--- src/hdl/bb3_pkg.sv ---
// ----------------------------------------------------------------------------
// bb3_pkg
// Types, constants and the reciprocal table shared by the 3x3 box blur.
// ----------------------------------------------------------------------------
package bb3_pkg;

	localparam int PIX_W      = 8;
	localparam int CFG_W      = 12;
	localparam int CFG_IDX_W  = 4;
	localparam int ROW_W      = 12;
	localparam int ROW_IN_W   = 13;
	localparam int WIDTH_RST  = 640;
	localparam int HEIGHT_RST = 480;
	localparam int SUM_W      = 12;
	localparam int CNT_W      = 4;
	localparam int RECIP_W    = 17;
	localparam int RECIP_SH   = 16;
	localparam int PROD_W     = SUM_W + RECIP_W;

	localparam logic [CFG_IDX_W-1:0] REG_FRAME_WIDTH  = CFG_IDX_W'(0);
	localparam logic [CFG_IDX_W-1:0] REG_FRAME_HEIGHT = CFG_IDX_W'(1);

	typedef struct packed {
		logic [PIX_W-1:0] blue;
		logic [PIX_W-1:0] green;
		logic [PIX_W-1:0] red;
	} rgb_t;

	// one window column: top is the row above the output pixel
	typedef struct packed {
		rgb_t top;
		rgb_t mid;
		rgb_t bot;
	} col_t;

	typedef struct packed {
		logic emit;
		logic frame_end;
		logic top;
		logic bottom;
		logic left;
		logic right;
	} tag_t;

	typedef struct packed {
		logic [PIX_W-1:0] red;
		logic [PIX_W-1:0] green;
		logic [PIX_W-1:0] blue;
		logic             frame_end;
	} result_t;

	// ceil(2^16 / n); exact for every sum up to 9 * 255
	function automatic logic [RECIP_W-1:0] recip(input logic [CNT_W-1:0] cnt);
		logic [RECIP_W-1:0] m;
		case (cnt)
			4'd1:    m = 17'd65536;
			4'd2:    m = 17'd32768;
			4'd3:    m = 17'd21846;
			4'd4:    m = 17'd16384;
			4'd6:    m = 17'd10923;
			4'd9:    m = 17'd7282;
			default: m = 17'd65536;
		endcase
		return m;
	endfunction

endpackage

--- src/hdl/bb3_avg.sv ---
// ----------------------------------------------------------------------------
// bb3_avg
// Masked window sums, then division by the neighbor count via reciprocal.
// ----------------------------------------------------------------------------
module bb3_avg (
	input  logic                clk,
	input  logic                arst_n,
	input  logic                adv,
	input  bb3_pkg::col_t [2:0] win,
	input  bb3_pkg::tag_t       tag,
	output logic                valid,
	output bb3_pkg::result_t    res
);
	import bb3_pkg::*;

	logic [SUM_W-1:0]   col_r [3];
	logic [SUM_W-1:0]   col_g [3];
	logic [SUM_W-1:0]   col_b [3];
	logic [SUM_W-1:0]   sum_r;
	logic [SUM_W-1:0]   sum_g;
	logic [SUM_W-1:0]   sum_b;
	logic [1:0]         nrow;
	logic [1:0]         ncol;
	logic [CNT_W-1:0]   cnt;
	logic               v_s3;
	logic               fe_s3;
	logic [SUM_W-1:0]   sum_r_s3;
	logic [SUM_W-1:0]   sum_g_s3;
	logic [SUM_W-1:0]   sum_b_s3;
	logic [RECIP_W-1:0] recip_s3;
	logic [PROD_W-1:0]  prod_r;
	logic [PROD_W-1:0]  prod_g;
	logic [PROD_W-1:0]  prod_b;

	function automatic logic [SUM_W-1:0] tri_sum(
		input logic [SUM_W-1:0] a,
		input logic [SUM_W-1:0] b,
		input logic [SUM_W-1:0] c,
		input logic             use_a,
		input logic             use_c
	);
		return (use_a ? a : '0) + b + (use_c ? c : '0);
	endfunction

	always_comb begin
		for (int j = 0; j < 3; j++) begin
			col_r[j] = tri_sum(SUM_W'(win[j].top.red), SUM_W'(win[j].mid.red),
				SUM_W'(win[j].bot.red), tag.top, tag.bottom);
			col_g[j] = tri_sum(SUM_W'(win[j].top.green), SUM_W'(win[j].mid.green),
				SUM_W'(win[j].bot.green), tag.top, tag.bottom);
			col_b[j] = tri_sum(SUM_W'(win[j].top.blue), SUM_W'(win[j].mid.blue),
				SUM_W'(win[j].bot.blue), tag.top, tag.bottom);
		end
		sum_r = tri_sum(col_r[0], col_r[1], col_r[2], tag.left, tag.right);
		sum_g = tri_sum(col_g[0], col_g[1], col_g[2], tag.left, tag.right);
		sum_b = tri_sum(col_b[0], col_b[1], col_b[2], tag.left, tag.right);
		nrow  = 2'd1 + {1'b0, tag.top} + {1'b0, tag.bottom};
		ncol  = 2'd1 + {1'b0, tag.left} + {1'b0, tag.right};
		cnt   = {2'b00, nrow} * {2'b00, ncol};
	end

	always_ff @(posedge clk or negedge arst_n) begin
		if (!arst_n) begin
			v_s3 <= 1'b0;
		end else if (adv) begin
			v_s3 <= tag.emit;
		end
	end

	always_ff @(posedge clk) begin
		if (adv) begin
			fe_s3    <= tag.frame_end;
			sum_r_s3 <= sum_r;
			sum_g_s3 <= sum_g;
			sum_b_s3 <= sum_b;
			recip_s3 <= recip(cnt);
		end
	end

	assign prod_r = PROD_W'(sum_r_s3) * PROD_W'(recip_s3);
	assign prod_g = PROD_W'(sum_g_s3) * PROD_W'(recip_s3);
	assign prod_b = PROD_W'(sum_b_s3) * PROD_W'(recip_s3);

	always_comb begin
		res.red       = prod_r[RECIP_SH +: PIX_W];
		res.green     = prod_g[RECIP_SH +: PIX_W];
		res.blue      = prod_b[RECIP_SH +: PIX_W];
		res.frame_end = fe_s3;
	end

	assign valid = v_s3;

endmodule

--- config.mk ---
export PLATFORM = sky130hd
export DESIGN_NAME = bb3_avg
export DESIGN_NICKNAME = d
export VERILOG_FILES = /design/src/hdl/bb3_pkg.sv /design/src/hdl/bb3_avg.sv
export SDC_FILE = /design/constraint.sdc
export NUM_CORES = 1
export LEC_CHECK = 0
export BUFFER_PORTS_ARGS = -buffer_cell sky130_fd_sc_hd__buf_2
export CORE_ASPECT_RATIO = 0.8
export CORE_UTILIZATION = 63
export DETAILED_ROUTE_END_ITERATION = 16
export GPL_TIMING_DRIVEN = 0
export HOLD_SLACK_MARGIN = 0.08
export PLACE_DENSITY = 0.95
export SLEW_MARGIN = 30
export SYNTH_ARGS = -nofsm -noshare
export SYNTH_HDL_FRONTEND = slang
export SYNTH_SLANG_ARGS = --single-unit
--- constraint.sdc ---
create_clock -name clk -period 9 [get_ports clk]
set_input_delay 0.45 -clock clk [delete_from_list [all_inputs] [get_ports clk]]
set_output_delay 0.45 -clock clk [all_outputs]
set_load 0.005 [all_outputs]
# Yosys cells after proc, flatten, opt, wreduce, memory -nomap -nowiden
# Index checks and enable logic that the tools add are counted.
[word_totals]
reg_bits = 55
out_inout_bits = 26
input_bits = 225
wordCells = 68
[classes]
muxes = 25
multipliers = 4
n_addsub = 28
eq_ne = 5
[op_table]
columns = ["cell", "count"]
rows = [
  ["$mux W8", 18],
  ["$add A9 B8 Y10", 9],
  ["$pmux W17 S5", 1],
  ["$add A8 B8 Y9", 9],
  ["$mul A12 B17 Y24", 3],
  ["$mux W10", 6],
  ["$add A11 B10 Y12", 3],
  ["$add A10 B10 Y11", 3],
  ["$eq A4 B2 Y1 const B", 2],
  ["$eq A4 B3 Y1 const B", 2],
  ["$add A1 B1 Y2 const A", 2],
  ["$add A2 B1 Y2", 2],
  ["$eq A4 B4 Y1 const B", 1],
  ["$mul A2 B2 Y4", 1],
]

# Longest topological paths before layout
# Gate-level depths: netlist of run 1.
[logic_depth]
depth_word = 6
depth_mapped = 26
mapped_depth_nobuf = 24

# Worst setup path after synthesis of run 1
# OpenSTA, ideal clock, no wires.
[synth_path]
path_kind = "in2reg"
startpoint = "input tag[2] (netlist name)"
endpoint = "register sum_b_s3[10] (data pin)"
slack_ns = 3.233
path_buffers = 2
stages = 25
arrival_time_ns = 5.605
setup_time_ns = 0.162
required_time_ns = 8.838
path_cell_list = "clkbuf_1 -> clkbuf_1 -> nand2_1 -> fa_1 -> inv_1 -> ha_1 -> inv_1 -> fa_1 -> inv_1 -> a21oi_1 -> o21bai_1 -> a21oi_1 -> o21bai_1 -> xor2_1 -> nand2_1 -> fa_1 -> inv_1 -> fa_1 -> inv_1 -> fa_1 -> inv_1 -> ha_1 -> a21oi_1 -> or4b_2 -> o2111ai_1"
[synth_via]
elab_chain_len = 5
word_cells_on_any_way = 10
cone_classes = "add/sub (5); mux (5)"
[synth_lines]
columns = ["element", "line", "source"]
rows = [
  ["start, declared", "bb3_avg.sv:10", "input bb3_pkg::tag_t tag,"],
  ["$mux W8", "bb3_avg.sv:42", "return (use_a ? a : '0) + b + (use_c ? c : '0);"],
  ["$add A9 B8 Y10", "bb3_avg.sv:42", ""],
  ["$mux W10", "bb3_avg.sv:42", ""],
  ["$add A10 B10 Y11", "bb3_avg.sv:42", ""],
  ["$add A11 B10 Y12 *", "bb3_avg.sv:42", ""],
  ["named net sum_b[10]", "bb3_avg.sv:21", "logic [SUM_W-1:0] sum_b;"],
  ["end signal, assigned", "bb3_avg.sv:75", "sum_b_s3 <= sum_b;"],
  ["end, declared", "bb3_avg.sv:29", "logic [SUM_W-1:0] sum_b_s3;"],
]
# Mark *: on every way through the listed nets, which the timed path passes. The rest lies on a longest branch.
# A chain may end at the register's enable or synchronous reset.

==> results of run 1 <==
## per-stage QoR
stage               setup slack [ns]  instances  util [%]  cell area (um2)
global route                    1.46       3100      69.7            24200
floorplan                       3.23       2366         -            22200
detailed placement              2.10       3086      69.2            24000
finish                          1.72       3104      69.7            24200
global placement                2.18       3086      69.2            24000
CTS                             1.82       3095      69.6            24200
## logic make-up after synthesis
group / after synthesis
DFF: 46
AOI/OAI and AO/OA: 195
adders and majority gates: 734
buffers and inverters: 701
and+or+nand+nor: 599
xor gates and xnor gates: 88
muxes: 3
## worst max-delay path: cells and delay by family, from the launching register on
| kind | cells | cell delay (ns) |
|---|---|---|
| adder cells (fa/ha/maj) | 6 | 2.85 |
| buffers and inverters | 8 | 1.58 |
| AO/OA/AOI/OAI | 5 | 1.14 |
| AND/OR/NAND/NOR | 3 | 0.49 |
| flip-flops | 1 | 0.32 |
| XOR/XNOR | 1 | 0.15 |
## worst max path at each step
stage	depth (start not counted)	to	from
2_1_floorplan	25	sum_b_s3[10]$_DFFE_PP_	tag[2]
3_3_place_gp	23	res[23]	recip_s3[8]$_DFFE_PP_
3_5_place_dp	25	sum_b_s3[11]$_DFFE_PP_	tag[2]
4_1_cts	23	res[24]	recip_s3[8]$_DFFE_PP_
5_1_grt	23	res[24]	recip_s3[8]$_DFFE_PP_
6_report	23	res[24]	recip_s3[8]$_DFFE_PP_
## cell usage in the layout, fill, tap and decap left out, types with 7 or more instances in the layout
| cell type | count |
|---|---|
| inv_1 | 649 |
| diode_2 | 9 |
| and2_1 | 268 |
| nor2b_1 | 14 |
| clkbuf_1 | 46 |
| ha_1 | 233 |
| nand3_1 | 8 |
| fa_1 | 501 |
| edfxtp_1 | 45 |
| nor2_1 | 62 |
| a21o_1 | 18 |
| nor3_1 | 18 |
| buf_2 | 248 |
| xnor2_1 | 62 |
| a21boi_0 | 8 |
| o21bai_1 | 21 |
| nand4_1 | 8 |
| nand2_1 | 190 |
| xor2_1 | 26 |
| o21ai_0 | 28 |
| a21oi_1 | 64 |
| o21a_1 | 12 |
| nand2b_1 | 7 |
## layer usage
layer  part of all wire [%]  vias up  wire [um]
li1                       -     7580          -
met1                     39     8466      24000
met2                     48      872      29400
met3                    8.8      163       5430
met4                    4.5        0       2770
met5                      0        -          0
## timing repair
item / CTS / global route
endpoints found under the setup margin: 0 / 0
hold buffers: 1 / 0
hold endpoints to repair: 1 / 0
## final cells by class
class,instances,area share [%]
Buffer,51,0.863
Tap cell,472,2.44
Inverter,650,10.1
Clock inverter,3,0.109
Clock buffer,5,0.517
Sequential cell,46,5.68
Timing Repair Buffer,249,5.18
Multi-Input combinational cell,1619,75.0
Antenna cell,9,0.0930
## registers in the layout (all words and copies together) (netlist names)
signal and flops:
recip_s3 8, valid 1, sum_b_s3 12, sum_g_s3 12, sum_r_s3 12, fe_s3 1
==> flow_summary.yaml, run 1 <==
status:
  status: "finished clean"
min_path:
  hold-path-endpoint: "fe_s3$_DFFE_PP_"
  hp-class: "in2reg"
  min_path_cells: 1
  min_from: "tag[4]"
sta:
  rsz0062_at_grt: "false"
  maxSlewHeadroom_pct: 46.5
  min_period_over_period_pct: 80.8
  finalHoldViolCount: 0
  clock_skew_ns: 0
  finalSetupTns_ns: 0
  holdWs_ns: 0.329
  period_minus_slack_ns: 7.28
  final_max_slew_viol_count: 0
  fmax_mhz: 137
  setup_viol: 0
  worst_pin_slew_ns: 0.803
placement:
  routabilityCongestion: 0.970
  post-dp-hpwl_mm: 54.8
  portBuffers: 248
global_route:
  grt_pass1_wl_mm: 97.5
  busiest_layer: "met2"
  grtUsageTotal_pct: 36.1
  antenna_found_initial: 6
  grt_pass1_vias: 18766
  grt_use_met1_pct: 45.9
  use_met3_pct: 7.10
  grt_overflow: 0
  grt_max_degree: 47
  met2_usage_pct: 61.1
floorplan:
  die_w_um: 212
  top_level_ports: 251
  fp-row-count: 61
  initial_core_util_pct: 63.9
  fp.dieH_um: 170
  die_area_mm2: 0.0360
  core_area_mm2: 0.0347
synth:
  ys_seq_elements: 46
  synth_enable_flop_cells: 45
  synth.top_cell.area_share_pct: 45.2
  synth_xor_area_share_pct: 3.47
  yosysMostFrequentCell: "inv_1"
  ys_seq_area_share_pct: 6.20
  yosys.area_share.simple_pct: 14.0
  synth_ff_type: "edfxtp_1"
  synth_fa_ha_area_share_pct: 58.3
  async_reset_ff_share_pct: 2.17
  syn-mean-instance-area_um2: 9.38
  syn_area_mm2: 0.0222
  yosysUniqueCellTypes: 61
  yosysWarningCount: 0
  synth_compound_area_share_pct: 5.90
  synthMuxAreaShare_pct: 0.141
  synth_top_family_by_area: "adder cells"
  synthTopCellsByArea: "fa_1 (45%), ha_1 (13%), inv_1 (11%), and2_1 (7.6%), edfxtp_1 (6.1%)"
  synth_area_leader_cell: "fa_1"
  synth_common_cells: "inv_1 (649), fa_1 (501), and2_1 (268)"
  syn_nets: 3325
  syn_inst: 2366
detailed_routing:
  num_vias: 17081
  antenna_left: 0
  post_drt_via_cell_ratio: 5.50
  dr.pass1.iters: 7
  routedWlPerCell_um: 19.8
  drc: 0
  dr.first_iter.drc_count: 998
  drt_wl_total_mm: 61.6
final_layout:
  nNetsFinal: 3581
  regArea_mm2: 0.00138
  layout-drive-gt1-share_pct: 10.6
  fillers: 2605
  multi_input_area_mm2: 0.0182
  area_delta_synth_final_pct: 9.09
clocking:
  cts_buffers: 5
  cts_buffer_depth: 2
  h-tree-depth: 2
  clk_pin_slew_ns: 0.06
  insertion_delay_ns: 0.29
  cts-root-buf: "clkbuf_16"
  cts.sinks: 46
  cts_tree: "done"
  post-cts-setup-buffers: 0
  cts_resized: 0
worst_setup_path:
  worstPathCellList: "clkbuf_1 > clkbuf_1 > nand2_1 > fa_1 > inv_1 > fa_1 > inv_1 > fa_1 > inv_1 > fa_1 > inv_1 > fa_1 > inv_1 > ha_1 > a21o_1 > a21oi_1 > nor2_1 > a21oi_1 > o21ai_2 > o311ai_0 > nand3b_1 > xnor2_1 > buf_2"
  critPathMaxFanout: 10
  crit-reg2reg-launch: "valid$_DFFE_PN0P_"
  worst_setup_path_end_kind: "output port"
  reg2regPathDepth: 1
  critical_path_required_ns: 8.55
  slowest_delay_ns: 0.63
  worstSetupPathType: "reg2out"
  cp_data_arrival_time_ns: 6.83
  slowest_stage: "clkbuf_1"
  r2r-end: "valid$_DFFE_PN0P_"
  r2r_slack_ns: 8.25
  cp-start-kind: "flip-flop"
run:
  maxCapViolations: 0
Power of run 1 is not shown: default switching activity piles up to over one toggle a cycle in this logic, so the estimate is an artifact.
==> run 2: changes to the inputs <==
CORE_UTILIZATION = 57   (was 63)
PLACE_DENSITY = 0.93   (was 0.95)
clock period = 6.3 ns   (was 9 ns; I/O delays follow)
==> run 2 against run 1 <==
Effect of this change: die area rose by 10%; clock skew unchanged; non-clock buffer count is 34 higher; via count rose by 0.38%; sequential share of layout area decreased by 0.13 points; routed wire length increased by 2.0%; first-iteration DRC count rose by 6.5%; largest cell class unchanged.
==> flow_summary.yaml, run 2 (synthesized netlist as in run 1, its figures left out) <==
worst_setup_path:
  critPathMaxFanout: 10
  worstSetupPathType: "reg2out"
  cp-start-kind: "flip-flop"
  slowest_stage: "fa_1"
  path_buf_inv: 6
  cp_data_arrival_time_ns: 5.87
  worstPathCellList: "buf_6 > buf_4 > nand2_1 > fa_1 > fa_1 > inv_1 > fa_1 > inv_1 > fa_1 > fa_1 > inv_1 > ha_1 > o21ai_1 > a2111o_1 > o221ai_4 > o41a_1 > a21oi_2 > o21bai_1 > xor2_1 > buf_2"
  crit_top_cell: "fa_1"
  slowest_delay_ns: 0.53
  path_delay_family: "adder cells"
  critical_path_required_ns: 5.98
  r2r_slack_ns: 5.56
  worst_setup_path_end_kind: "output port"
global_route:
  grtUsageTotal_pct: 32.5
  grt_overflow: 0
  grt_pass1_vias: 18662
  grt_pass1_wl_mm: 98.0
  antenna_found_initial: 7
  grt_max_degree: 47
detailed_routing:
  dr.first_iter.drc_count: 1063
  post_drt_via_cell_ratio: 5.43
  antenna_left: 0
  num_vias: 17146
  dr.pass1.iters: 7
  routedWlPerCell_um: 19.9
  drc: 0
  drt_wl_total_mm: 62.8
status:
  status: "finished clean"
sta:
  period_minus_slack_ns: 6.19
  min_period_over_period_pct: 98.2
  rsz0062_at_grt: "true"
  finalSetupTns_ns: 0
  fmax_mhz: 162
  final_max_slew_viol_count: 0
  worst_pin_slew_ns: 0.644
  setup_viol: 0
  clock_skew_ns: 0
  finalHoldViolCount: 0
  maxSlewHeadroom_pct: 57.1
floorplan:
  initial_core_util_pct: 58.0
  die_w_um: 223
  top_level_ports: 251
  die_area_mm2: 0.0397
  fp-row-count: 64
  core_area_mm2: 0.0383
  fp.dieH_um: 178
clocking:
  clk_pin_slew_ns: 0.07
  insertion_delay_ns: 0.30
  cts-root-buf: "clkbuf_16"
  cts_tree: "done"
  cts.sinks: 46
  cts_buffers: 5
  h-tree-depth: 2
  cts_buffer_depth: 2
final_layout:
  area_delta_synth_final_pct: 11.7
  final_util_pct: 64.8
  fillers: 3047
  most-common-layout-cells: "inv_1 (645), fa_1 (492), and2_1 (259)"
  layout_commonest_cell: "inv_1"
  layout-drive-gt1-share_pct: 14.2
  nNetsFinal: 3615
  reg_top3: "sum_b_s3: 12 flops, sum_g_s3: 12 flops, sum_r_s3: 12 flops"
run:
  maxCapViolations: 0
min_path:
  hp-class: "in2reg"
placement:
  routabilityCongestion: 1.01
  post-dp-hpwl_mm: 55.5
  portBuffers: 248
run 2: area by class of cell:
cell class	count	area, um2	area share, %
tap	495	619	2.50
sequential	46	1380	5.55
multi-input combinational	1619	18300	73.9
buffer	48	300	1.21
timing repair buffer	286	1550	6.27
antenna	7	17.5	0.0707
inverter	650	2440	9.86
clock buffer	5	125	0.505
clock inverter	3	27.5	0.111
run 2: path summary, 6_finish.rpt:
check / endpoint / startpoint / depth (start not counted)
max: res[14] / recip_s3[13]$_DFFE_PP_ / 20
min: fe_s3$_DFFE_PP_ / tag[4] / 1
max reg2reg: valid$_DFFE_PN0P_ / valid$_DFFE_PN0P_ / 1
min reg2reg: valid$_DFFE_PN0P_ / valid$_DFFE_PN0P_ / 1
max in group asynchronous: valid$_DFFE_PN0P_ / arst_n / 2
min in group asynchronous: valid$_DFFE_PN0P_ / arst_n / 2
run 2: timing repair:
action	in CTS	in global routing
gates resized for setup	40	91
hold buffers	1	0
pin swaps	4	21
buffers inserted	9	26
gates cloned	0	2
endpoints found under the setup margin	27	22
hold endpoints to repair	1	0
run 2: per-stage QoR:
| stage | worst slack [ns] | hold slack (ns) | instances | cell area, um2 |
|---|---|---|---|---|
| after floorplan | 0.668 | 0.0194 | 2366 | 22200 |
| after global placement | -0.274 | 0.0888 | 3109 | 24100 |
| after detailed placement | -0.489 | 0.0936 | 3109 | 24100 |
| after CTS | -0.0169 | 0.191 | 3125 | 24400 |
| after global routing | -0.0295 | 0.205 | 3159 | 24800 |
| final | 0.114 | 0.209 | 3159 | 24800 |
run 2: per-layer routing:
metal	track usage, %	routed length (um)	up-vias
met4	12.6	2570	0
met3	6.31	5700	143
met2	55.4	30000	856
met1	41.3	24600	8526
li1	-	-	7621
met5	0	0	-
Power of run 2 is left out for the same reason.
