`src/hdl/bb3_pkg.sv`:
```
// ----------------------------------------------------------------------------
// bb3_pkg
// Types, constants and the reciprocal table shared by the 3x3 box blur.
// ----------------------------------------------------------------------------
package bb3_pkg;

	localparam int PIX_W      = 8;
	localparam int CFG_W      = 12;
	localparam int CFG_IDX_W  = 4;
	localparam int ROW_W      = 12;
	localparam int ROW_IN_W   = 13;
	localparam int WIDTH_RST  = 640;
	localparam int HEIGHT_RST = 480;
	localparam int SUM_W      = 12;
	localparam int CNT_W      = 4;
	localparam int RECIP_W    = 17;
	localparam int RECIP_SH   = 16;
	localparam int PROD_W     = SUM_W + RECIP_W;

	localparam logic [CFG_IDX_W-1:0] REG_FRAME_WIDTH  = CFG_IDX_W'(0);
	localparam logic [CFG_IDX_W-1:0] REG_FRAME_HEIGHT = CFG_IDX_W'(1);

	typedef struct packed {
		logic [PIX_W-1:0] blue;
		logic [PIX_W-1:0] green;
		logic [PIX_W-1:0] red;
	} rgb_t;

	// one window column: top is the row above the output pixel
	typedef struct packed {
		rgb_t top;
		rgb_t mid;
		rgb_t bot;
	} col_t;

	typedef struct packed {
		logic emit;
		logic frame_end;
		logic top;
		logic bottom;
		logic left;
		logic right;
	} tag_t;

	typedef struct packed {
		logic [PIX_W-1:0] red;
		logic [PIX_W-1:0] green;
		logic [PIX_W-1:0] blue;
		logic             frame_end;
	} result_t;

	// ceil(2^16 / n); exact for every sum up to 9 * 255
	function automatic logic [RECIP_W-1:0] recip(input logic [CNT_W-1:0] cnt);
		logic [RECIP_W-1:0] m;
		case (cnt)
			4'd1:    m = 17'd65536;
			4'd2:    m = 17'd32768;
			4'd3:    m = 17'd21846;
			4'd4:    m = 17'd16384;
			4'd6:    m = 17'd10923;
			4'd9:    m = 17'd7282;
			default: m = 17'd65536;
		endcase
		return m;
	endfunction

endpackage

```
`src/hdl/bb3_obuf.sv`:
```
// ----------------------------------------------------------------------------
// bb3_obuf
// Two-word output buffer; keeps the pipeline moving while a result waits.
// ----------------------------------------------------------------------------
module bb3_obuf (
	input  logic             clk,
	input  logic             arst_n,
	input  logic             push,
	input  bb3_pkg::result_t din,
	output logic             room,
	output logic             valid,
	output bb3_pkg::result_t dout,
	input  logic             ready
);
	import bb3_pkg::*;

	result_t    buf_q [2];
	logic       wr_q;
	logic       rd_q;
	logic [1:0] cnt_q;
	logic       pop;

	assign pop   = valid && ready;
	assign room  = cnt_q != 2'd2;
	assign valid = cnt_q != 2'd0;
	assign dout  = buf_q[rd_q];

	always_ff @(posedge clk) begin
		if (push) begin
			buf_q[wr_q] <= din;
		end
	end

	always_ff @(posedge clk or negedge arst_n) begin
		if (!arst_n) begin
			wr_q  <= 1'b0;
			rd_q  <= 1'b0;
			cnt_q <= 2'd0;
		end else begin
			if (push) begin
				wr_q <= ~wr_q;
			end
			if (pop) begin
				rd_q <= ~rd_q;
			end
			case ({push, pop})
				2'b10:   cnt_q <= cnt_q + 2'd1;
				2'b01:   cnt_q <= cnt_q - 2'd1;
				default: cnt_q <= cnt_q;
			endcase
		end
	end

endmodule

```
`config.mk`:
```
export PLATFORM = sky130hd
export DESIGN_NAME = bb3_obuf
export DESIGN_NICKNAME = d
export VERILOG_FILES = /design/src/hdl/bb3_pkg.sv /design/src/hdl/bb3_obuf.sv
export SDC_FILE = /design/constraint.sdc
export NUM_CORES = 1
export LEC_CHECK = 0
export ABC_CLOCK_PERIOD_IN_PS = 2600
export BUFFER_PORTS_ARGS = -buffer_cell sky130_fd_sc_hd__buf_2
export CORE_ASPECT_RATIO = 1.25
export CORE_MARGIN = 1.5
export CORE_UTILIZATION = 51
export DETAILED_ROUTE_END_ITERATION = 10
export GPL_TIMING_DRIVEN = 0
export PLACE_DENSITY = 0.78
export SLEW_MARGIN = 20
export SYNTH_ARGS = -nofsm -noshare
export SYNTH_HDL_FRONTEND = slang
export SYNTH_SLANG_ARGS = --single-unit
```
`constraint.sdc`:
```
create_clock -name clk -period 2.6 [get_ports clk]
set_input_delay 0.13 -clock clk [delete_from_list [all_inputs] [get_ports clk]]
set_output_delay 0.13 -clock clk [all_outputs]
set_load 0.05 [all_outputs]
```
* Word level (Yosys, flattened, before mapping)
Memory sizes are Yosys's and may differ from the RTL's.
Cells that the tools add are included.
** Word-level totals
- Bits in registers :: 4
- Latch bits :: 0
- Bits in writable memories :: 50
- Bits in read-only memories :: 0
- Input bits :: 29
- Output and inout bits :: 27
- Word-level logic and storage cells :: 17
- Memories :: 1
** Cells by class
- Add/sub/neg operators :: 2
- $mul :: 0
- Div/mod/pow operators :: 0
- Magnitude comparators :: 0
- Eq/ne operators :: 3
- Shifts and indexed selects :: 0
- Mux-type cells :: 3
- Bitwise logic cells :: 2
- Reductions and logical operators :: 3
** Memory list
- buf_q :: depth 2, bits a word 25, read ports 1, clocked after memory_dff 0, write ports 1, RTL line bb3_obuf.sv:17 : result_t buf_q [2];
** Operators with widths (number)
- one-hot mux 2 bit (2 select lines) :: 1
- nonzero test 2 bit :: 2
- adder 2 x 1 -> 2 bit (second input constant) :: 1
- == test 2 x 1 -> 1 bit (second input constant) :: 1
- == test 2 bit (second input constant) :: 1
- 2-to-1 mux 1 bit :: 2
- inequality test 2 bit (second input constant) :: 1
- NOT 1 bit :: 2
- subtractor 2 x 1 -> 2 bit (second input constant) :: 1
- logical AND 1 bit :: 1

* Depth between registers and ports, before layout
Gate-level depths: netlist (run 1).
- Depth after elaboration :: 4
- Mapped depth :: 6
- Depth with buffers taken out :: 6

* Least setup slack after synthesis (run 1)
OpenSTA, ideal clock, no wires.
- Path kind :: register -> register
- Start :: register wr_q
- End :: memory buf_q[0][0] (netlist name), enable pin
- Arrival :: 1470 ps
- Data required time :: 2193 ps
- Path slack :: 723 ps
- Stages on the path, launching flop included :: 2
- Buffers on the path :: 0
- Path through :: dfrtp_1 > nor2_1
** RTL lines
- start: declaration :: RTL line bb3_obuf.sv:18 : logic wr_q;
- start signal: assignment :: RTL line bb3_obuf.sv:41 : wr_q <= ~wr_q;
- end: declaration :: RTL line bb3_obuf.sv:17
Straight into the memory's write port.

==> flow_summary.yaml, run 1 <==
outcome:
  outcome: "completed"
clocking:
  numCtsBuffers: 5
  cts.clk_slew.worst_paths_ns: 0.09
  cts_sinks: 54
  cts_tree: "yes"
  cts_max_path_buffers: 2
  clock_latency_ns: 0.30
  ctsRootBufferMaster: "clkbuf_8"
  cts_max_level: 2
  post_cts_buffers: 0
die:
  io_pins: 56
  initial_core_util_pct: 53.3
  die_h_um: 73.3
  die_w_um: 59.3
  num_rows: 25
  core_um2: 3780
  dieArea_um2: 4350
placed_design:
  dp_hpwl_mm: 2.05
  dp.cells: 204
  pre_cts_ws_ns: 0.801
  port_buffers: 55
  routabilityCongestion: 0.629
synth:
  yosysTopAreaCellShare_pct: 74.4
  synth_compound_area_share_pct: 0
  yosysSeqAreaShare_pct: 79.4
  synthAdderAreaFrac_pct: 0.620
  synth_top_family_by_area: "multiplexers"
  synth.largest_area_cell: "edfxtp_1"
  synth_warnings: 0
  yosysMostFrequentCell: "edfxtp_1"
  syn_inst: 95
  synthArstFlopShare_pct: 7.41
  synth_top_cells_by_count: "50 x edfxtp_1, 24 x mux2_2, 4 x dfrtp_1"
  synth_nets: 125
  synth_ff_type: "edfxtp_1"
  synth_xor_area_share_pct: 2.17
  synthSimpleGateAreaFrac_pct: 1.86
  ys_types: 14
  synth_area_leaders: "edfxtp_1 74%, mux2_2 13%, dfrtp_1 5.0%"
  ys_ff_latch: 54
  synth_area_um2: 2020
  synth.area.mux_share_pct: 14.1
  synth_area_per_cell_um2: 21.2
  synth_edf_count: 50
timing:
  relSlewSlack_pct: 52.3
  tightest_slew_ns: 0.713
  period_share_pct: 62.3
  fin_skew_ns: 0.00428
  min_period_ns: 1.62
  layout_setup_ws_ns: 0.980
  slew_violations: 0
  finalHoldViolations: 0
  finalSetupViolCount: 0
  rsz0062_at_grt: "no"
  setup_tns_ns: 0
  clock.fmax_mhz: 617
  hold_slack_ns: 0.0138
global_routing:
  grt_pass1_wl_mm: 4.55
  overflow: 0
  grt_use_total_pct: 14.8
  grt_pass1_vias: 1055
  grt_max_degree: 26
  grt_antenna_before_repair: 0
layout:
  diodes: 0
  drive_above_1_share_pct: 57.9
  nets: 188
  final_cells: 213
  syn2layout_area_growth_pct: 21.9
detailed_routing:
  finalWirelength_mm: 2.99
  ant_nets: 0
  via_per_inst: 4.76
  first_pass_iters: 2
  vias: 1013
  drt_iter0_drc: 23
  drc: 0
  wl_per_cell_um: 14.0
worst_setup_path:
  endpoint_kind: "output pin"
  crit_arrival_ns: 1.49
  crit_family: "buffers and inverters"
  worstSetupPathType: "flop to output pin"
  critPathLaunchType: "flop"
  critPathMaxStageDelay_ns: 0.35
  cpMostUsedCell: "buf_6"
  slowest_stage: "dfrtp_1"
  path_max_fanout: 10
  worstPathCellList: "buf_6, buf_6, mux2_2, buf_2"
  worst-path-buf-inv: 3
  critPathRequiredTime_ns: 2.47
flow_run:
  maxCapViolCount: 0
hold_path:
  hp-class: "input port to flop"
pwr:
  total_power_mw: 3.01
  p_per_area_nw_per_um2: 1220
  vdd_ir_drop_max_mv: 0.762
  power.leakage_nw: 0.945
-- logic make-up (layout without fill, tap and decap cells) --
logic type    Yosys count  in the layout
xor+xnor                5              5
fa+ha+maj               1              1
buf+inv                 4             68
flops                  54             54
mux                    25             25
simple gates            6              6
-- per-layer routing --
metal	track usage, %	wire (µm)	part of all wire (%)
met5	0	0	0
met4	7.58	59	2.0
met3	5.46	186	6.2
met2	26.6	1620	54
met1	14.2	1130	38
-- flip-flops by register name, summed over array words and instances (netlist names) --
name and count:
cnt_q 2, wr_q 1, rd_q 1, buf_q 50
-- final cells by class --
| type | instances | area (µm²) |
|---|---|---|
| Buffer | 3 | 33.8 |
| Multi-Input combinational cell | 37 | 388 |
| Timing Repair Buffer | 56 | 285 |
| Tap cell | 54 | 67.6 |
| Inverter | 1 | 3.75 |
| Sequential cell | 54 | 1600 |
| Clock inverter | 3 | 11.3 |
| Clock buffer | 5 | 68.8 |
| Fill cell | 279 | 1330 |
-- repair_timing --
| action | CTS | global route |
|---|---|---|
| hold endpoints to repair | 4 | 0 |
| gates resized for setup | 0 | 0 |
| hold buffers | 1 | 0 |
-- worst register-to-register path, stage by stage (launching register included) --
cell and delay (ns):
dfrtp_1 0.44, or2_4 0.27, and2_4 0.16, ha_1 0.30, nor2_1 0.14, xor2_1 0.15
-- report_power, final --
group / internal (mW) / switching [mW] / leakage [nW]
sequential: 1.16 / 0.0629 / 0.516
combinational: 0.419 / 0.945 / 0.389
clock: 0.180 / 0.242 / 0.0407
total: 1.76 / 1.25 / 0.945
-- layout by cell type (no fill, tap or decap) --
cell / count
buf_2: 55
edfxtp_1: 50
mux2_2: 24
clkbuf_8: 5
dfrtp_1: 4
buf_6: 3
xor2_1: 3
clkinv_1: 3
xnor2_1: 2
mux2_4: 1
or2_4: 1
and2_4: 1
and2_2: 1
nand2b_1: 1
inv_1: 1
nor2_4: 1
nor2_1: 1
ha_1: 1
dlygate4sd3_1: 1
-- through the flow --
stage | utilization, % | instance area, µm²
after floorplan | - | 2020
after global placement | 62.4 | 2360
after detailed placement | 62.6 | 2370
after CTS | 65.0 | 2460
after global routing | 65.0 | 2460
final | 65.0 | 2460
-- final timing paths --
kind | endpoint | start | cells after the start | slack [ns]
max in group asynchronous | rd_q | arst_n | 2 | 2.31
max reg2reg | cnt_q[1] | cnt_q[0] | 5 | 1.07
max | dout[7] | rd_q | 4 | 0.98
min | buf_q[0][4] | din[4] | 1 | 0.01
min in group asynchronous | wr_q | arst_n | 2 | 0.17
min reg2reg | cnt_q[1] | cnt_q[1] | 1 | 0.50
(Power assumes the default switching activity.)
==> run 2, diff against run 1 <==
Settings changed: ABC_AREA set to 1, ABC_CLOCK_PERIOD_IN_PS 2600 to 1680.
Clock period 2.6 ns to 1.68 ns, I/O delays scaled along.
==> flow_summary.yaml, run 2 <==
worst_setup_path:
  crit_family: "buffers and inverters"
  path_max_fanout: 25
  critPathLaunchType: "input port"
  worst-path-buf-inv: 3
  crit_cells: 4
  critPathMaxStageDelay_ns: 0.72
  worstPathCellList: "dlygate4sd3_1, buf_2, nand2_1, inv_1"
  endpoint_kind: "flop"
  crit_arrival_ns: 1.52
  slowest_stage: "inv_1"
  worstSetupPathType: "input port to flop"
  critPathRequiredTime_ns: 1.60
  worstRegToRegCells: 2
layout:
  reg_top3: "buf_q: 50 flops, cnt_q: 2 flops"
  n_fill_cell: 273
  nets: 278
  largest_reg_flops: 50
  diodes: 0
  regMostFlops: "buf_q"
  layout_commonest_cell: "nand2_1"
  syn2layout_area_growth_pct: 35.2
  final_cell_mix: "80 x nand2_1, 55 x buf_2, 50 x edfxtp_1"
  drive_above_1_share_pct: 29.7
  fin_area_um2: 2810
pwr:
  vdd_ir_drop_max_mv: 1.03
  clockPowerShare_pct: 15.7
  p_int_mw: 2.85
  p_sw_share_pct: 45.7
  total_power_mw: 5.25
  p_per_area_nw_per_um2: 1870
  pwr-share-comb_pct: 48.2
  power.leakage_nw: 1.25
  power.share.sequential_pct: 36.1
  power.switching_mw: 2.40
global_routing:
  use_met2_pct: 31.0
  grt_max_degree: 26
  grt_util_met3_pct: 5.74
  grt_pass1_wl_mm: 5.53
  use_met1_pct: 18.7
  overflow: 0
  grt_pass1_vias: 1331
  grt_use_total_pct: 17.4
  busiest_layer: "met2"
  grt_antenna_before_repair: 0
synth:
  synth_edf_count: 50
  synth_nets: 189
  synth_warnings: 0
  synth_area_per_cell_um2: 13.1
  ys_ff_latch: 54
  yosysMostFrequentCell: "nand2_1"
  ys_types: 15
  synth_top_cells_by_count: "80 x nand2_1, 50 x edfxtp_1, 7 x inv_1"
  synth_area_um2: 2080
  synth.largest_area_cell: "edfxtp_1"
  synth_ff_type: "edfxtp_1"
  yosysTopAreaCellShare_pct: 72.3
  syn_inst: 159
  synthArstFlopShare_pct: 7.41
  synth_area_leaders: "edfxtp_1 72%, nand2_1 14%, dfrtp_1 4.8%"
  yosysSeqAreaShare_pct: 77.1
timing:
  period_share_pct: 95.2
  min_period_ns: 1.60
  clock.fmax_mhz: 625
  rsz0062_at_grt: "no"
  slew_violations: 0
  fin_skew_ns: 0.00418
  tightest_slew_ns: 0.991
  relSlewSlack_pct: 33.8
  finalSetupViolCount: 0
  setup_tns_ns: 0
  finalHoldViolations: 0
placed_design:
  dp_hpwl_mm: 2.31
  port_buffers: 55
  routabilityCongestion: 0.704
  place_area_um2: 2430
clocking:
  cts.clk_slew.worst_paths_ns: 0.09
  cts_max_path_buffers: 2
  clock_latency_ns: 0.29
  cts_max_level: 2
  cts_sinks: 54
  cts_resized: 0
  numCtsBuffers: 5
  post_cts_buffers: 0
  cts_tree: "yes"
  ctsRootBufferMaster: "clkbuf_8"
hold_path:
  hold_depth: 3
  hp-class: "input port to flop"
detailed_routing:
  drt_iter0_drc: 46
  first_pass_iters: 4
  wl_per_cell_um: 12.0
  finalWirelength_mm: 3.63
  drc: 0
  via_per_inst: 4.63
  ant_nets: 0
  vias: 1402
die:
  num_rows: 25
  initial_core_util_pct: 54.0
  die_h_um: 74.4
  core_um2: 3850
  die_w_um: 60.1
  dieArea_um2: 4470
  io_pins: 56
flow_run:
  maxCapViolCount: 0
outcome:
  outcome: "completed"
[run 2: stage by stage]
step	hold WS (ns)	cells	utilization, %	setup slack [ns]
2_1_floorplan	-0.212	159	-	0.0520
3_3_place_gp	-0.104	268	63.0	-0.128
3_5_place_dp	-0.104	268	63.1	0.0623
4_1_cts	0.00560	302	72.7	0.0495
5_1_grt	0.0387	303	73.0	0.00916
6_report	0.0477	303	73.0	0.0811
[run 2: what timing repair did]
action,4_1_cts,5_1_grt
endpoints found under the setup margin,0,0
hold buffers,26,1
endpoints found under the hold margin,54,1
[run 2: path summary, 6_finish.rpt]
check                          from     endpoint  slack, ns
setup / recovery               push  buf_q[1][9]       0.08
hold / removal                ready         rd_q       0.05
setup reg to reg               wr_q  buf_q[1][9]       0.09
hold reg to reg            cnt_q[0]     cnt_q[0]       0.51
max in group asynchronous    arst_n     cnt_q[0]       1.43
min in group asynchronous    arst_n         wr_q       0.13
[run 2: layer usage]
layer | up-vias | routed length (µm) | share of wire, %
li1 | 699 | - | -
met1 | 651 | 1420 | 39
met2 | 46 | 1990 | 55
met3 | 6 | 167 | 4.6
met4 | 0 | 53 | 1.5
met5 | - | 0 | 0
[run 2: final cells by class]
class	instances	area [µm²]	area share, %
sequential	54	1600	57.0
multi-input combinational	92	389	13.9
clock buffer	6	72.6	2.58
clock inverter	2	37.5	1.34
inverter	8	37.5	1.34
timing repair buffer	82	546	19.4
tap	54	67.6	2.41
buffer	5	56.3	2.01
[run 2: power groups by stage]
stage                     clock network [mW]  registers (mW)  logic [mW]
final                                  0.826            1.90        2.53
after global routing                   0.889            1.92        2.72
after CTS                              0.839            1.90        2.56
after detailed placement                   0            1.92        2.51
after global placement                     0            1.91        2.47
after floorplan                            0            1.90        1.96
[run 2: cells by family (layout without fill, tap and decap cells)]
group / count (synthesis) / count (layout) / share of synthesized area (%)
AND/OR/NAND/NOR: 89 / 89 / 16.9
flip-flops: 54 / 54 / 77.1
buffers and inverters: 13 / 103 / 4.52
XOR/XNOR: 2 / 2 / 0.844
adder cells (fa/ha/maj): 1 / 1 / 0.602
[run 2: worst min-delay path: cells and delay by family]
family | cells | cell delay [ns]
simple gates | 2 | 0.14
buf+inv | 1 | 0.09
==> run 3, diff against run 2 <==
Settings changed: CORE_MARGIN 1.5 to unset, PLACE_DENSITY 0.78 to 0.77.
==> flow_summary.yaml, run 3 (same netlist as run 2, synthesis figures left out) <==
global_routing:
  overflow: 0
  grt_pass1_vias: 1307
  grt_use_total_pct: 18.3
  grt_max_degree: 26
  grt_pass1_wl_mm: 5.51
  grt_antenna_before_repair: 0
layout:
  nets: 278
  diodes: 0
  reg_top3: "buf_q: 50 flops, cnt_q: 2 flops"
  final_cell_mix: "80 x nand2_1, 55 x buf_2, 50 x edfxtp_1"
  layout_commonest_cell: "nand2_1"
  regMostFlops: "buf_q"
  final_cells: 303
  drive_above_1_share_pct: 30.1
  syn2layout_area_growth_pct: 34.5
  fin_area_um2: 2790
  largest_reg_flops: 50
worst_setup_path:
  path_max_fanout: 10
  critPathRequiredTime_ns: 1.60
  worstRegToRegCells: 2
  worstSetupPathType: "flop to output pin"
  endpoint_kind: "output pin"
  crit_arrival_ns: 1.42
  critPathLaunchType: "flop"
hold_path:
  hp-class: "input port to flop"
  hold_depth: 3
detailed_routing:
  drc: 0
  finalWirelength_mm: 3.72
  drt_iter0_drc: 28
  via_per_inst: 4.59
  wl_per_cell_um: 12.3
  ant_nets: 0
  first_pass_iters: 4
  vias: 1391
timing:
  tightest_slew_ns: 0.740
  hold_slack_ns: 0.0269
  slew_violations: 0
  finalSetupViolCount: 0
  clock.fmax_mhz: 664
  period_share_pct: 89.6
  layout_setup_ws_ns: 0.174
  min_period_ns: 1.51
  relSlewSlack_pct: 50.6
  fin_skew_ns: 0.00317
  rsz0062_at_grt: "no"
  finalHoldViolations: 0
pwr:
  total_power_mw: 5.14
  p_per_area_nw_per_um2: 1840
  power.leakage_nw: 1.23
  vdd_ir_drop_max_mv: 1.06
die:
  initial_core_util_pct: 54.0
  num_rows: 25
  io_pins: 56
  dieArea_um2: 4330
  die_w_um: 59.1
  die_h_um: 73.4
  core_um2: 3850
placed_design:
  routabilityCongestion: 0.688
  place_area_um2: 2430
  dp_hpwl_mm: 2.19
  pre_cts_ws_ns: 0.0778
  dp.cells: 268
  port_buffers: 55
clocking:
  ctsRootBufferMaster: "clkbuf_8"
  cts_sinks: 54
  cts_max_path_buffers: 2
  numCtsBuffers: 5
  clock_latency_ns: 0.30
  post_cts_buffers: 0
  cts_tree: "yes"
  cts.clk_slew.worst_paths_ns: 0.08
  cts_max_level: 2
outcome:
  outcome: "completed"
flow_run:
  maxCapViolCount: 0
run 3: cell count changes in the layout (fill, tap and decap cells not counted), sizes merged:
cell / delta
bufinv: -1
clkbuf: +1
clkinv: +1
inv: -1
run 3: critical path, stage by stage (launching register included):
cell and delay [ns]:
dfrtp_1 0.38, buf_6 0.15, inv_8 0.08, buf_8 0.14, nand2_1 0.06, nand2_1 0.06
buf_2 0.26
run 3: what timing repair did:
item	CTS	global route
hold buffers	27	0
resized for setup	0	1
setup endpoints to repair	0	25
endpoints found under the hold margin	55	0
run 3: stage by stage:
step	utilization, %	TNS [ns]
2_1_floorplan	-	0
3_3_place_gp	63.0	-3.45
3_5_place_dp	63.1	0
4_1_cts	72.5	0
5_1_grt	72.6	0
6_report	72.6	0
run 3: layer usage:
layer,GRT usage (%),vias up,wire (µm)
met2,34.0,42,2030
li1,-,703,-
met1,18.0,639,1470
met5,0,-,0
met4,9.52,0,74
met3,4.93,7,138
run 3: layout make-up:
class	instances	area [µm²]
flip-flops and latches	54	1600
fillers	265	1050
well taps	54	67.6
inverters	8	41.3
multi-input cells	92	389
plain buffers	5	56.3
clock buffers	7	86.3
repair buffers	82	546
clock inverters	1	5.00
run 3: worst paths after layout:
path | from | to | slack, ns
worst min register to register | cnt_q[0] | cnt_q[0] | 0.50
worst min-delay path | ready | rd_q | 0.03
worst max register to register | wr_q | buf_q[1][0] | 0.24
max in group asynchronous | arst_n | rd_q | 1.44
worst max-delay path | rd_q | dout[2] | 0.17
min in group asynchronous | arst_n | wr_q | 0.11
run 3: where the power goes:
part	total (mW)	internal, mW	switching, mW
combinational	2.53	0.613	1.92
sequential	1.89	1.80	0.0924
clock	0.712	0.333	0.380
total	5.14	2.74	2.39
